<file path="src/design/pmv_pkg.sv">
// ----------------------------------------------------------------------------
// pmv_pkg
// Shared types, constants and shape tables of the plot marker vertex generator.
// ----------------------------------------------------------------------------
package pmv_pkg;

  // configuration register indexes
  localparam logic REG_STYLE = 1'b0;
  localparam logic REG_SIZE  = 1'b1;

  localparam logic [9:0]  STYLE_RESET = 10'd1;
  localparam logic [15:0] SIZE_RESET  = 16'd256;
  localparam logic [9:0]  VARIANT_FIRST = 10'd50;

  // rounded multiples of the reduced size, in issue order
  localparam int NUM_MAG = 7;
  localparam int MAG_W   = 20;
  localparam logic [2:0] MAG_LAST = 3'd6;

  // vertices per shape and packed pattern rows
  localparam int NV    = 24;
  localparam int CW    = 5;
  localparam int VW    = 2 * CW;
  localparam int PAT_W = NV * VW;

  typedef enum logic [2:0] {
    KIND_DOT   = 3'd0,
    KIND_SEG   = 3'd1,
    KIND_CIRC  = 3'd2,
    KIND_FCIRC = 3'd3,
    KIND_FAREA = 3'd4,
    KIND_PLINE = 3'd5,
    KIND_TRI   = 3'd6
  } kind_t;

  typedef enum logic [4:0] {
    PAT_NONE, PAT_PLUS, PAT_STAR, PAT_MULT, PAT_DSML, PAT_DMED, PAT_SQR,
    PAT_TUP, PAT_TDN, PAT_DIAM, PAT_CRST, PAT_CROSS, PAT_STRT, PAT_OSTAR,
    PAT_DCRS, PAT_SQDG, PAT_TRI3, PAT_OCTX, PAT_F3TR, PAT_O4TX, PAT_F4TX,
    PAT_DDTR, PAT_DDIA, PAT_O4TP, PAT_F4TP, PAT_CXTR, PAT_CRSX, PAT_FSQX,
    PAT_FSQP
  } pat_t;

  typedef struct packed {
    kind_t      kind;
    pat_t       pat;
    logic [4:0] len;
  } cls_t;

  // one classified request with its rounded multiples
  typedef struct packed {
    cls_t                          cls;
    logic [NUM_MAG-1:0][MAG_W-1:0] mag;
  } job_t;

  // coordinate codes: sign plus magnitude selector
  localparam logic [CW-1:0] Z  = 5'd0;
  localparam logic [CW-1:0] PU = 5'd1;
  localparam logic [CW-1:0] MU = 5'h1F;
  localparam logic [CW-1:0] P4 = 5'd2;
  localparam logic [CW-1:0] M4 = 5'h1E;
  localparam logic [CW-1:0] P2 = 5'd3;
  localparam logic [CW-1:0] M2 = 5'h1D;
  localparam logic [CW-1:0] PS = 5'd4;
  localparam logic [CW-1:0] MS = 5'h1C;
  localparam logic [CW-1:0] PD = 5'd5;
  localparam logic [CW-1:0] MD = 5'h1B;
  localparam logic [CW-1:0] PC = 5'd6;
  localparam logic [CW-1:0] MC = 5'h1A;
  localparam logic [CW-1:0] PE = 5'd7;
  localparam logic [CW-1:0] ME = 5'h19;
  localparam logic [CW-1:0] PO = 5'd8;
  localparam logic [CW-1:0] MO = 5'h18;

  // vertex 0 sits in the top bits
  localparam logic [PAT_W-1:0] PV_PLUS = {M4,Z, P4,Z, Z,M4, Z,P4, {(NV-4)*VW{1'b0}}};
  localparam logic [PAT_W-1:0] PV_STAR = {M4,Z, P4,Z, Z,M4, Z,P4, MS,MS, PS,PS, MS,PS, PS,MS,
    {(NV-8)*VW{1'b0}}};
  localparam logic [PAT_W-1:0] PV_MULT = {MS,MS, PS,PS, MS,PS, PS,MS, {(NV-4)*VW{1'b0}}};
  localparam logic [PAT_W-1:0] PV_DSML = {MU,Z, PU,Z, Z,MU, Z,PU, {(NV-4)*VW{1'b0}}};
  localparam logic [PAT_W-1:0] PV_DMED = {MU,MU, PU,MU, PU,PU, MU,PU, MU,MU,
    {(NV-5)*VW{1'b0}}};
  localparam logic [PAT_W-1:0] PV_SQR = {M4,M4, P4,M4, P4,P4, M4,P4, M4,M4,
    {(NV-5)*VW{1'b0}}};
  localparam logic [PAT_W-1:0] PV_TUP = {M4,P4, P4,P4, Z,M4, M4,P4, {(NV-4)*VW{1'b0}}};
  localparam logic [PAT_W-1:0] PV_TDN = {Z,P4, P4,M4, M4,M4, Z,P4, {(NV-4)*VW{1'b0}}};
  localparam logic [PAT_W-1:0] PV_DIAM = {MD,Z, Z,M4, PD,Z, Z,P4, MD,Z, {(NV-5)*VW{1'b0}}};
  localparam logic [PAT_W-1:0] PV_CRST = {
    M4,MC, M4,PC, MC,PC, M4,MC, MC,PC, MC,MC,
    MC,M4, MC,P4, PC,P4, MC,M4, PC,P4, PC,M4,
    PC,MC, PC,PC, P4,PC, PC,MC, P4,PC, P4,MC, {(NV-18)*VW{1'b0}}};
  localparam logic [PAT_W-1:0] PV_CROSS = {
    M4,MC, MC,MC, MC,M4, PC,M4, PC,MC, P4,MC,
    P4,PC, PC,PC, PC,P4, MC,P4, MC,PC, M4,PC, M4,MC, {(NV-13)*VW{1'b0}}};
  localparam logic [PAT_W-1:0] PV_STRT = {
    M4,PC, M2,ME, MC,PC, M2,ME, MD,M4, Z,M2,
    Z,M2, PD,M4, P2,ME, P2,ME, P4,PC, PC,PC,
    PC,PC, Z,P4, MC,PC, MC,PC, M2,ME, Z,M2,
    MC,PC, Z,M2, P2,ME, MC,PC, P2,ME, PC,PC};
  localparam logic [PAT_W-1:0] PV_OSTAR = {
    M4,PC, M2,ME, MD,M4, Z,M2, PD,M4, P2,ME,
    P4,PC, PC,PC, Z,P4, MC,PC, M4,PC, {(NV-11)*VW{1'b0}}};
  localparam logic [PAT_W-1:0] PV_DCRS = {M4,Z, Z,M4, P4,Z, Z,P4, M4,Z, P4,Z, Z,P4, Z,M4,
    {(NV-8)*VW{1'b0}}};
  localparam logic [PAT_W-1:0] PV_SQDG = {M4,M4, P4,M4, P4,P4, M4,P4, M4,M4, P4,P4, M4,P4,
    P4,M4, {(NV-8)*VW{1'b0}}};
  localparam logic [PAT_W-1:0] PV_TRI3 = {Z,Z, M2,P4, P2,P4, Z,Z, M2,M4, M4,Z, Z,Z, P4,Z,
    P2,M4, Z,Z, {(NV-10)*VW{1'b0}}};
  localparam logic [PAT_W-1:0] PV_OCTX = {
    M4,Z, M4,M2, M2,M4, P2,M4, P4,M2, P4,P2, P2,P4,
    M2,P4, M4,P2, M4,Z, P4,Z, Z,Z, Z,M4, Z,P4, Z,Z, {(NV-15)*VW{1'b0}}};
  localparam logic [PAT_W-1:0] PV_F3TR = {M4,Z, M2,P4, Z,Z, P2,P4, P4,Z, Z,Z, P2,M4,
    M2,M4, Z,Z, {(NV-9)*VW{1'b0}}};
  localparam logic [PAT_W-1:0] PV_O4TX = {
    Z,Z, P2,P4, P4,P2, Z,Z, P4,M2, P2,M4, Z,Z,
    M2,M4, M4,M2, Z,Z, M4,P2, M2,P4, Z,Z, {(NV-13)*VW{1'b0}}};
  localparam logic [PAT_W-1:0] PV_F4TX = {
    M4,P2, M2,P4, Z,Z, P2,P4, P4,P2, Z,Z,
    P4,M2, P2,M4, Z,Z, M2,M4, M4,M2, Z,Z, {(NV-12)*VW{1'b0}}};
  localparam logic [PAT_W-1:0] PV_DDTR = {
    Z,P4, MO,PO, Z,Z, MO,PO, M4,Z, Z,Z,
    M4,Z, MO,MO, Z,Z, MO,MO, Z,M4, Z,Z,
    Z,M4, PO,MO, Z,Z, PO,MO, P4,Z, Z,Z,
    P4,Z, PO,PO, Z,Z, PO,PO, Z,P4, Z,Z};
  localparam logic [PAT_W-1:0] PV_DDIA = {Z,P4, MO,PO, M4,Z, MO,MO, Z,M4, PO,MO, P4,Z,
    PO,PO, Z,P4, {(NV-9)*VW{1'b0}}};
  localparam logic [PAT_W-1:0] PV_O4TP = {
    Z,Z, P2,P4, M2,P4, P2,M4, M2,M4, Z,Z,
    P4,P2, P4,M2, M4,P2, M4,M2, Z,Z, {(NV-11)*VW{1'b0}}};
  localparam logic [PAT_W-1:0] PV_F4TP = {
    M2,P4, P2,P4, Z,Z, P4,P2, P4,M2, Z,Z,
    P2,M4, M2,M4, Z,Z, M4,M2, M4,P2, Z,Z, {(NV-12)*VW{1'b0}}};
  localparam logic [PAT_W-1:0] PV_CXTR = {
    M2,Z, M4,P2, M2,P4, M2,Z, M2,P4, Z,P2,
    M2,M4, M4,M2, P2,P4, M2,M4, P2,P4, P4,P2,
    P2,M4, Z,M2, P2,Z, P2,M4, P2,Z, P4,M2, {(NV-18)*VW{1'b0}}};
  localparam logic [PAT_W-1:0] PV_CRSX = {
    Z,P2, M2,P4, M4,P2, M2,Z, M4,M2, M2,M4, Z,M2,
    P2,M4, P4,M2, P2,Z, P4,P2, P2,P4, Z,P2, {(NV-13)*VW{1'b0}}};
  localparam logic [PAT_W-1:0] PV_FSQX = {
    M2,Z, M4,P2, M2,P4, M2,Z, M2,P4, Z,P2,
    P2,Z, Z,P2, P2,P4, P2,Z, P2,P4, P4,P2,
    M2,M4, M4,M2, M2,Z, M2,M4, M2,Z, Z,M2,
    P2,M4, Z,M2, P2,Z, P2,M4, P2,Z, P4,M2};
  localparam logic [PAT_W-1:0] PV_FSQP = {
    MC,PC, MC,P4, PC,P4, MC,PC, PC,P4, PC,PC,
    PC,MC, PC,PC, P4,PC, PC,MC, P4,PC, P4,MC,
    M4,MC, M4,PC, MC,PC, M4,MC, MC,PC, MC,MC,
    MC,M4, MC,MC, PC,MC, MC,M4, PC,MC, PC,M4};

  // multipliers in thousandths, in issue order
  function automatic logic [11:0] milli_of(logic [2:0] idx);
    logic [11:0] m;
    case (idx)
      3'd0:    m = 12'd4000;
      3'd1:    m = 12'd2000;
      3'd2:    m = 12'd2828;
      3'd3:    m = 12'd2660;
      3'd4:    m = 12'd1330;
      3'd5:    m = 12'd660;
      default: m = 12'd1000;
    endcase
    return m;
  endfunction

  // base shape of each thicker variant
  function automatic logic [5:0] variant_base(logic [4:0] r);
    logic [5:0] b;
    case (r)
      5'd0:    b = 6'd2;
      5'd1:    b = 6'd3;
      5'd2:    b = 6'd5;
      5'd3:    b = 6'd24;
      5'd4:    b = 6'd25;
      5'd5:    b = 6'd26;
      5'd6:    b = 6'd27;
      5'd7:    b = 6'd28;
      5'd8:    b = 6'd30;
      5'd9:    b = 6'd32;
      5'd10:   b = 6'd35;
      5'd11:   b = 6'd36;
      5'd12:   b = 6'd37;
      5'd13:   b = 6'd38;
      5'd14:   b = 6'd40;
      5'd15:   b = 6'd42;
      5'd16:   b = 6'd44;
      5'd17:   b = 6'd46;
      default: b = 6'd0;
    endcase
    return b;
  endfunction

  function automatic logic [4:0] pat_len(pat_t p);
    logic [4:0] n;
    unique case (p)
      PAT_PLUS, PAT_MULT, PAT_DSML, PAT_TUP, PAT_TDN:   n = 5'd4;
      PAT_DMED, PAT_SQR, PAT_DIAM:                      n = 5'd5;
      PAT_STAR, PAT_DCRS, PAT_SQDG:                     n = 5'd8;
      PAT_F3TR, PAT_DDIA:                               n = 5'd9;
      PAT_TRI3:                                         n = 5'd10;
      PAT_OSTAR, PAT_O4TP:                              n = 5'd11;
      PAT_F4TX, PAT_F4TP:                               n = 5'd12;
      PAT_CROSS, PAT_O4TX, PAT_CRSX:                    n = 5'd13;
      PAT_OCTX:                                         n = 5'd15;
      PAT_CRST, PAT_CXTR:                               n = 5'd18;
      PAT_STRT, PAT_DDTR, PAT_FSQX, PAT_FSQP:           n = 5'd24;
      default:                                          n = 5'd0;
    endcase
    return n;
  endfunction

  // base shape number to kind and pattern
  function automatic cls_t classify(logic [9:0] base, logic pt);
    cls_t c;
    c.kind = KIND_DOT;
    c.pat  = PAT_NONE;
    unique case (base) inside
      10'd2:         begin c.kind = KIND_SEG;   c.pat = PAT_PLUS;  end
      10'd3, 10'd31: begin c.kind = KIND_SEG;   c.pat = PAT_STAR;  end
      10'd4, 10'd24: begin c.kind = KIND_CIRC;  end
      10'd5:         begin c.kind = KIND_SEG;   c.pat = PAT_MULT;  end
      10'd6:         begin c.kind = KIND_SEG;   c.pat = PAT_DSML;  end
      10'd7:         begin c.kind = KIND_FAREA; c.pat = PAT_DMED;  end
      10'd8, 10'd20: begin c.kind = KIND_FCIRC; end
      10'd21:        begin c.kind = KIND_FAREA; c.pat = PAT_SQR;   end
      10'd25:        begin c.kind = KIND_PLINE; c.pat = PAT_SQR;   end
      10'd22:        begin c.kind = KIND_FAREA; c.pat = PAT_TUP;   end
      10'd26:        begin c.kind = KIND_PLINE; c.pat = PAT_TUP;   end
      10'd23:        begin c.kind = KIND_FAREA; c.pat = PAT_TDN;   end
      10'd32:        begin c.kind = KIND_PLINE; c.pat = PAT_TDN;   end
      10'd27:        begin c.kind = KIND_PLINE; c.pat = PAT_DIAM;  end
      10'd33:        begin c.kind = KIND_FAREA; c.pat = PAT_DIAM;  end
      10'd34: begin
        c.kind = pt ? KIND_TRI : KIND_FAREA;
        c.pat  = pt ? PAT_CRST : PAT_CROSS;
      end
      10'd28:        begin c.kind = KIND_PLINE; c.pat = PAT_CROSS; end
      10'd29: begin
        c.kind = pt ? KIND_TRI : KIND_FAREA;
        c.pat  = pt ? PAT_STRT : PAT_OSTAR;
      end
      10'd30:        begin c.kind = KIND_PLINE; c.pat = PAT_OSTAR; end
      10'd35:        begin c.kind = KIND_PLINE; c.pat = PAT_DCRS;  end
      10'd36:        begin c.kind = KIND_PLINE; c.pat = PAT_SQDG;  end
      10'd37:        begin c.kind = KIND_PLINE; c.pat = PAT_TRI3;  end
      10'd38:        begin c.kind = KIND_PLINE; c.pat = PAT_OCTX;  end
      10'd39:        begin c.kind = KIND_TRI;   c.pat = PAT_F3TR;  end
      10'd40:        begin c.kind = KIND_PLINE; c.pat = PAT_O4TX;  end
      10'd41:        begin c.kind = KIND_TRI;   c.pat = PAT_F4TX;  end
      10'd43: begin
        c.kind = pt ? KIND_TRI : KIND_FAREA;
        c.pat  = pt ? PAT_DDTR : PAT_DDIA;
      end
      10'd42:        begin c.kind = KIND_PLINE; c.pat = PAT_DDIA;  end
      10'd44:        begin c.kind = KIND_PLINE; c.pat = PAT_O4TP;  end
      10'd45:        begin c.kind = KIND_TRI;   c.pat = PAT_F4TP;  end
      10'd47: begin
        c.kind = pt ? KIND_TRI : KIND_FAREA;
        c.pat  = pt ? PAT_CXTR : PAT_CRSX;
      end
      10'd46:        begin c.kind = KIND_PLINE; c.pat = PAT_CRSX;  end
      10'd48:        begin c.kind = KIND_TRI;   c.pat = PAT_FSQX;  end
      10'd49:        begin c.kind = KIND_TRI;   c.pat = PAT_FSQP;  end
      default: ;
    endcase
    c.len = pat_len(c.pat);
    return c;
  endfunction

  // x and y codes of vertex k of a pattern
  function automatic logic [VW-1:0] pat_vertex(pat_t p, logic [4:0] k);
    logic [PAT_W-1:0] tbl;
    int               top;
    unique case (p)
      PAT_PLUS:  tbl = PV_PLUS;
      PAT_STAR:  tbl = PV_STAR;
      PAT_MULT:  tbl = PV_MULT;
      PAT_DSML:  tbl = PV_DSML;
      PAT_DMED:  tbl = PV_DMED;
      PAT_SQR:   tbl = PV_SQR;
      PAT_TUP:   tbl = PV_TUP;
      PAT_TDN:   tbl = PV_TDN;
      PAT_DIAM:  tbl = PV_DIAM;
      PAT_CRST:  tbl = PV_CRST;
      PAT_CROSS: tbl = PV_CROSS;
      PAT_STRT:  tbl = PV_STRT;
      PAT_OSTAR: tbl = PV_OSTAR;
      PAT_DCRS:  tbl = PV_DCRS;
      PAT_SQDG:  tbl = PV_SQDG;
      PAT_TRI3:  tbl = PV_TRI3;
      PAT_OCTX:  tbl = PV_OCTX;
      PAT_F3TR:  tbl = PV_F3TR;
      PAT_O4TX:  tbl = PV_O4TX;
      PAT_F4TX:  tbl = PV_F4TX;
      PAT_DDTR:  tbl = PV_DDTR;
      PAT_DDIA:  tbl = PV_DDIA;
      PAT_O4TP:  tbl = PV_O4TP;
      PAT_F4TP:  tbl = PV_F4TP;
      PAT_CXTR:  tbl = PV_CXTR;
      PAT_CRSX:  tbl = PV_CRSX;
      PAT_FSQX:  tbl = PV_FSQX;
      PAT_FSQP:  tbl = PV_FSQP;
      default:   tbl = '0;
    endcase
    top = (k < 5'(NV)) ? (PAT_W - 1 - VW * int'(k)) : (VW - 1);
    return tbl[top -: VW];
  endfunction

endpackage

</file>
<file path="src/design/pmv_queue.sv">
// ----------------------------------------------------------------------------
// pmv_queue
// Short first-in first-out queue of classified requests.
// ----------------------------------------------------------------------------
module pmv_queue #(
  parameter int DEPTH = 2
) (
  input  logic          clk,
  input  logic          rst_n,
  input  pmv_pkg::job_t push_data_i,
  input  logic          push_valid_i,
  output logic          push_ready_o,
  output pmv_pkg::job_t pop_data_o,
  output logic          pop_valid_o,
  input  logic          pop_i
);

  localparam int AW = $clog2(DEPTH);
  localparam int CNTW = $clog2(DEPTH + 1);

  pmv_pkg::job_t mem_r [DEPTH];
  logic [AW-1:0]   wr_r, rd_r;
  logic [CNTW-1:0] cnt_r;
  logic            push, pop;

  assign push_ready_o = (cnt_r != CNTW'(DEPTH));
  assign pop_valid_o  = (cnt_r != '0);
  assign push         = push_valid_i && push_ready_o;
  assign pop          = pop_i && pop_valid_o;
  assign pop_data_o   = mem_r[rd_r];

  always_ff @(posedge clk) begin
    if (!rst_n) begin
      wr_r  <= '0;
      rd_r  <= '0;
      cnt_r <= '0;
    end else begin
      if (push) wr_r <= (wr_r == AW'(DEPTH - 1)) ? '0 : wr_r + AW'(1);
      if (pop)  rd_r <= (rd_r == AW'(DEPTH - 1)) ? '0 : rd_r + AW'(1);
      if (push && !pop)      cnt_r <= cnt_r + CNTW'(1);
      else if (pop && !push) cnt_r <= cnt_r - CNTW'(1);
    end
  end

  always_ff @(posedge clk) begin
    if (push) mem_r[wr_r] <= push_data_i;
  end

endmodule

</file>
<file path="config.mk">
export PLATFORM = sky130hd
export DESIGN_NAME = pmv_queue
export DESIGN_NICKNAME = d
export VERILOG_FILES = /design/src/design/pmv_pkg.sv /design/src/design/pmv_queue.sv
export SDC_FILE = /design/constraint.sdc
export NUM_CORES = 1
export LEC_CHECK = 0
export ABC_AREA = 0
export ABC_CLOCK_PERIOD_IN_PS = 6400
export BUFFER_PORTS_ARGS = -buffer_cell sky130_fd_sc_hd__buf_2
export CORE_ASPECT_RATIO = 0.8
export CORE_MARGIN = 8
export CORE_UTILIZATION = 33
export CTS_BUF_LIST = sky130_fd_sc_hd__clkbuf_8
export CTS_CLUSTER_SIZE = 28
export DETAILED_ROUTE_END_ITERATION = 6
export PLACE_DENSITY = 0.6
export REMOVE_ABC_BUFFERS = 1
export SLEW_MARGIN = 20
export SYNTH_ARGS = -nofsm -noshare
export SYNTH_HDL_FRONTEND = slang
export SYNTH_SLANG_ARGS = --single-unit
</file>
<file path="constraint.sdc">
create_clock -name clk -period 6.4 [get_ports clk]
set_input_delay 0 -clock clk [delete_from_list [all_inputs] [get_ports clk]]
set_output_delay 0 -clock clk [all_outputs]
set_load 0.05 [all_outputs]
</file>
==> flow_metrics.py <==
metrics = {
    "status": {
        "status": "completed",
    },
    "power": {
        "pwr-share-comb": 0.373,
        "vdd_drop_max_v": 0.000269,
        "total_power_mw": 6.59,
        "powerDensity_nw_per_um2": 410,
        "seqPwrFrac": 0.398,
        "p_switching_mw": 2.51,
        "swShare": 0.381,
        "leakagePower_nw": 6.19,
        "p_int_mw": 4.08,
        "clockPowerShare": 0.229,
    },
    "global_routing": {
        "globalRoute.totalOverflow": 0,
        "antenna_found_initial": 1,
        "first_global_vias": 6986,
        "grt_pass1_wl_um": 39100,
        "grt_max_degree": 139,
        "grt_usage": 0.119,
    },
    "worst_setup_path": {
        "reg2reg_depth": 3,
        "cp_slowest_cell": "buf_12",
        "crit_type": "reg -> out",
        "endpoint_kind": "primary output",
        "path_max_fanout": 138,
        "cp.required_ps": 6400,
        "cp_cell_sequence": "buf_12, mux2_2, buf_2",
        "start_kind": "register",
        "critical-path-max-stage-delay_ps": 620,
        "crit_arrival_ps": 2670,
    },
    "yosys": {
        "syn_area_um2": 11600,
        "synthDistinctLibCells": 21,
        "syn_avg_cell_area_um2": 23.1,
        "ys_ff_latch": 311,
        "seq_area_frac_synth": 0.804,
        "synth-warning-count": 0,
        "synth_cells": 500,
        "synthTopCellsByArea": "edfxtp_1, mux2_4, mux2_2",
        "yosys.area.top_type": "edfxtp_1",
        "synth_top_cell_area_share": 0.795,
    },
    "placement": {
        "dp_cells": 1271,
        "pre_cts_ws_ps": 4130,
        "port_buffers": 311,
        "gp_routability_congestion": 0.697,
        "hpwl_um": 16100,
    },
    "timing": {
        "max_slew.worst_pin.slew_ps": 1130,
        "period_share": 0.417,
        "period_needed_ps": 2670,
        "rsz0062_at_grt": "false",
        "setup_viol": 0,
        "finalHoldViolCount": 0,
        "setup_ws_ps": 3730,
        "finalMaxSlewViolations": 0,
        "setup_tns_ps": 0,
        "relSlewSlack": 0.246,
        "fmax_mhz": 375,
        "fin_worst_skew_ps": 24.7,
    },
    "clock_tree": {
        "holdBufCountCts": 156,
        "cts_tree": "yes",
        "clockRootBuffer": "clkbuf_8",
        "cts_max_level": 2,
        "clk_pin_slew_worst_paths_ps": 60,
        "cts_buffers": 50,
        "post_cts_buffers": 0,
        "cts_resized": 0,
        "clockBufferDepth": 3,
        "cts_sinks": 311,
        "clk_latency_ps": 570,
    },
    "floorplanning": {
        "chipWidth_um": 225,
        "rows": 61,
        "die_area_um2": 41300,
        "die_h_um": 183,
        "core-area_um2": 34700,
        "io_pins": 312,
        "initial_core_util": 0.334,
    },
    "final_layout": {
        "drive_gt1_frac": 0.513,
        "fill_cells": 3038,
        "postLayoutCoreUtil": 0.464,
        "area_growth_syn_to_layout_pct": 39.1,
        "fin_cells": 1515,
        "nets": 1165,
    },
    "drt": {
        "dr_total_vias": 6453,
        "drtAntennaViolNets": 0,
        "drc": 0,
        "drt_wl_total_um": 26000,
        "wl_per_cell_um": 17.1,
        "first_pass_iters": 4,
        "drtIter0Drc": 295,
        "via_per_inst": 4.26,
    },
    "flow_run": {
        "max_cap_violations": 0,
    },
    "min_path": {
        "holdPathStages": 2,
        "hold_class": "in -> reg",
    },
}
stage by stage:
stage                     hold slack (ps)  area [µm²]
after floorplan                      98.9       11400
after global placement                187       13600
after detailed placement              191       13600
after CTS                            76.8       16100
after global routing                  103       16100
final                                 147       16100
kinds of logic after synthesis:
family	Yosys count	synth area share
adders and majority gates	1	0.00108
and+or+nand+nor	9	0.00563
AOI/OAI and AO/OA	5	0.00303
muxes	153	0.172
DFF	311	0.804
xor gates and xnor gates	3	0.00227
buffers and inverters	18	0.0126
synthesized netlist by cell type (all sizes together):
| cell | instances |
|---|---|
| ha | 1 |
| mux2 | 153 |
| xnor2 | 2 |
| and3 | 1 |
| nand2b | 1 |
| edfxtp | 306 |
| inv | 1 |
| dfxtp | 5 |
| xor2 | 1 |
| and2 | 4 |
| buf | 17 |
| or2 | 1 |
| o21ai | 2 |
| a21boi | 2 |
| or3 | 1 |
| a21bo | 1 |
| nand3b | 1 |
worst paths after layout:
path              startpoint       endpoint  slack, ps
max                 register  pop_data_o[0]       3730
min          push_data_i[29]   mem_r[1][29]        150
max reg2reg         cnt_r[0]   mem_r[1][64]       4120
min reg2reg         cnt_r[1]       cnt_r[1]        560
layout make-up:
class,count,area (µm²),share of cell area
sequential,311,9290,0.578
timing repair buffer,472,3170,0.197
multi-input combinational,171,2130,0.132
clock buffer,54,743,0.0462
tap,472,591,0.0367
clock inverter,33,143,0.00887
inverter,1,8.76,0.000545
antenna,1,2.50,0.000156
registers in the layout, summed over array words and instances, names as in the netlist, named ones only:
signal,cells
wr_r,1
mem_r,306
cnt_r,2
rd_r,1
cells in the final DEF (no fill, tap or decap):
cell type,count
or3_1,1
diode_2,1
nand3b_1,1
a21bo_2,1
nand2b_4,1
clkinvlp_4,3
a21boi_1,1
inv_6,2
o21ai_0,1
ha_1,1
clkbuf_8,54
or2_2,1
and3_4,1
xnor2_1,2
clkinv_2,2
mux2_2,83
a21boi_0,1
edfxtp_1,306
xor2_1,1
mux2_4,70
clkinv_1,5
buf_12,1
dlygate4sd3_1,156
and2_1,4
o21ai_1,1
dfxtp_4,1
dfxtp_1,4
inv_1,22
buf_4,4
buf_2,311
critical path, delay by kind of cell, from the launching register on:
| kind | cells | cell delay (ps) |
|---|---|---|
| buffers and inverters | 2 | 830 |
| flip-flops | 1 | 500 |
| multiplexers | 1 | 430 |
layer usage:
layer,vias up,global-route usage,wire length [µm]
li1,3013,-,-
met1,3171,0.142,10600
met2,222,0.200,12800
met3,47,0.0417,2010
met4,0,0.0397,546
met5,-,0,0
power groups by stage:
stage | clock network [mW] | registers (mW) | logic (mW)
final | 1.51 | 2.62 | 2.46
after global routing | 1.66 | 2.65 | 2.56
after CTS | 1.58 | 2.62 | 2.48
after detailed placement | 0 | 2.67 | 2.40
after global placement | 0 | 2.65 | 2.40
after floorplan | 0 | 2.78 | 1.86
Power figures use the tool's default switching activity.
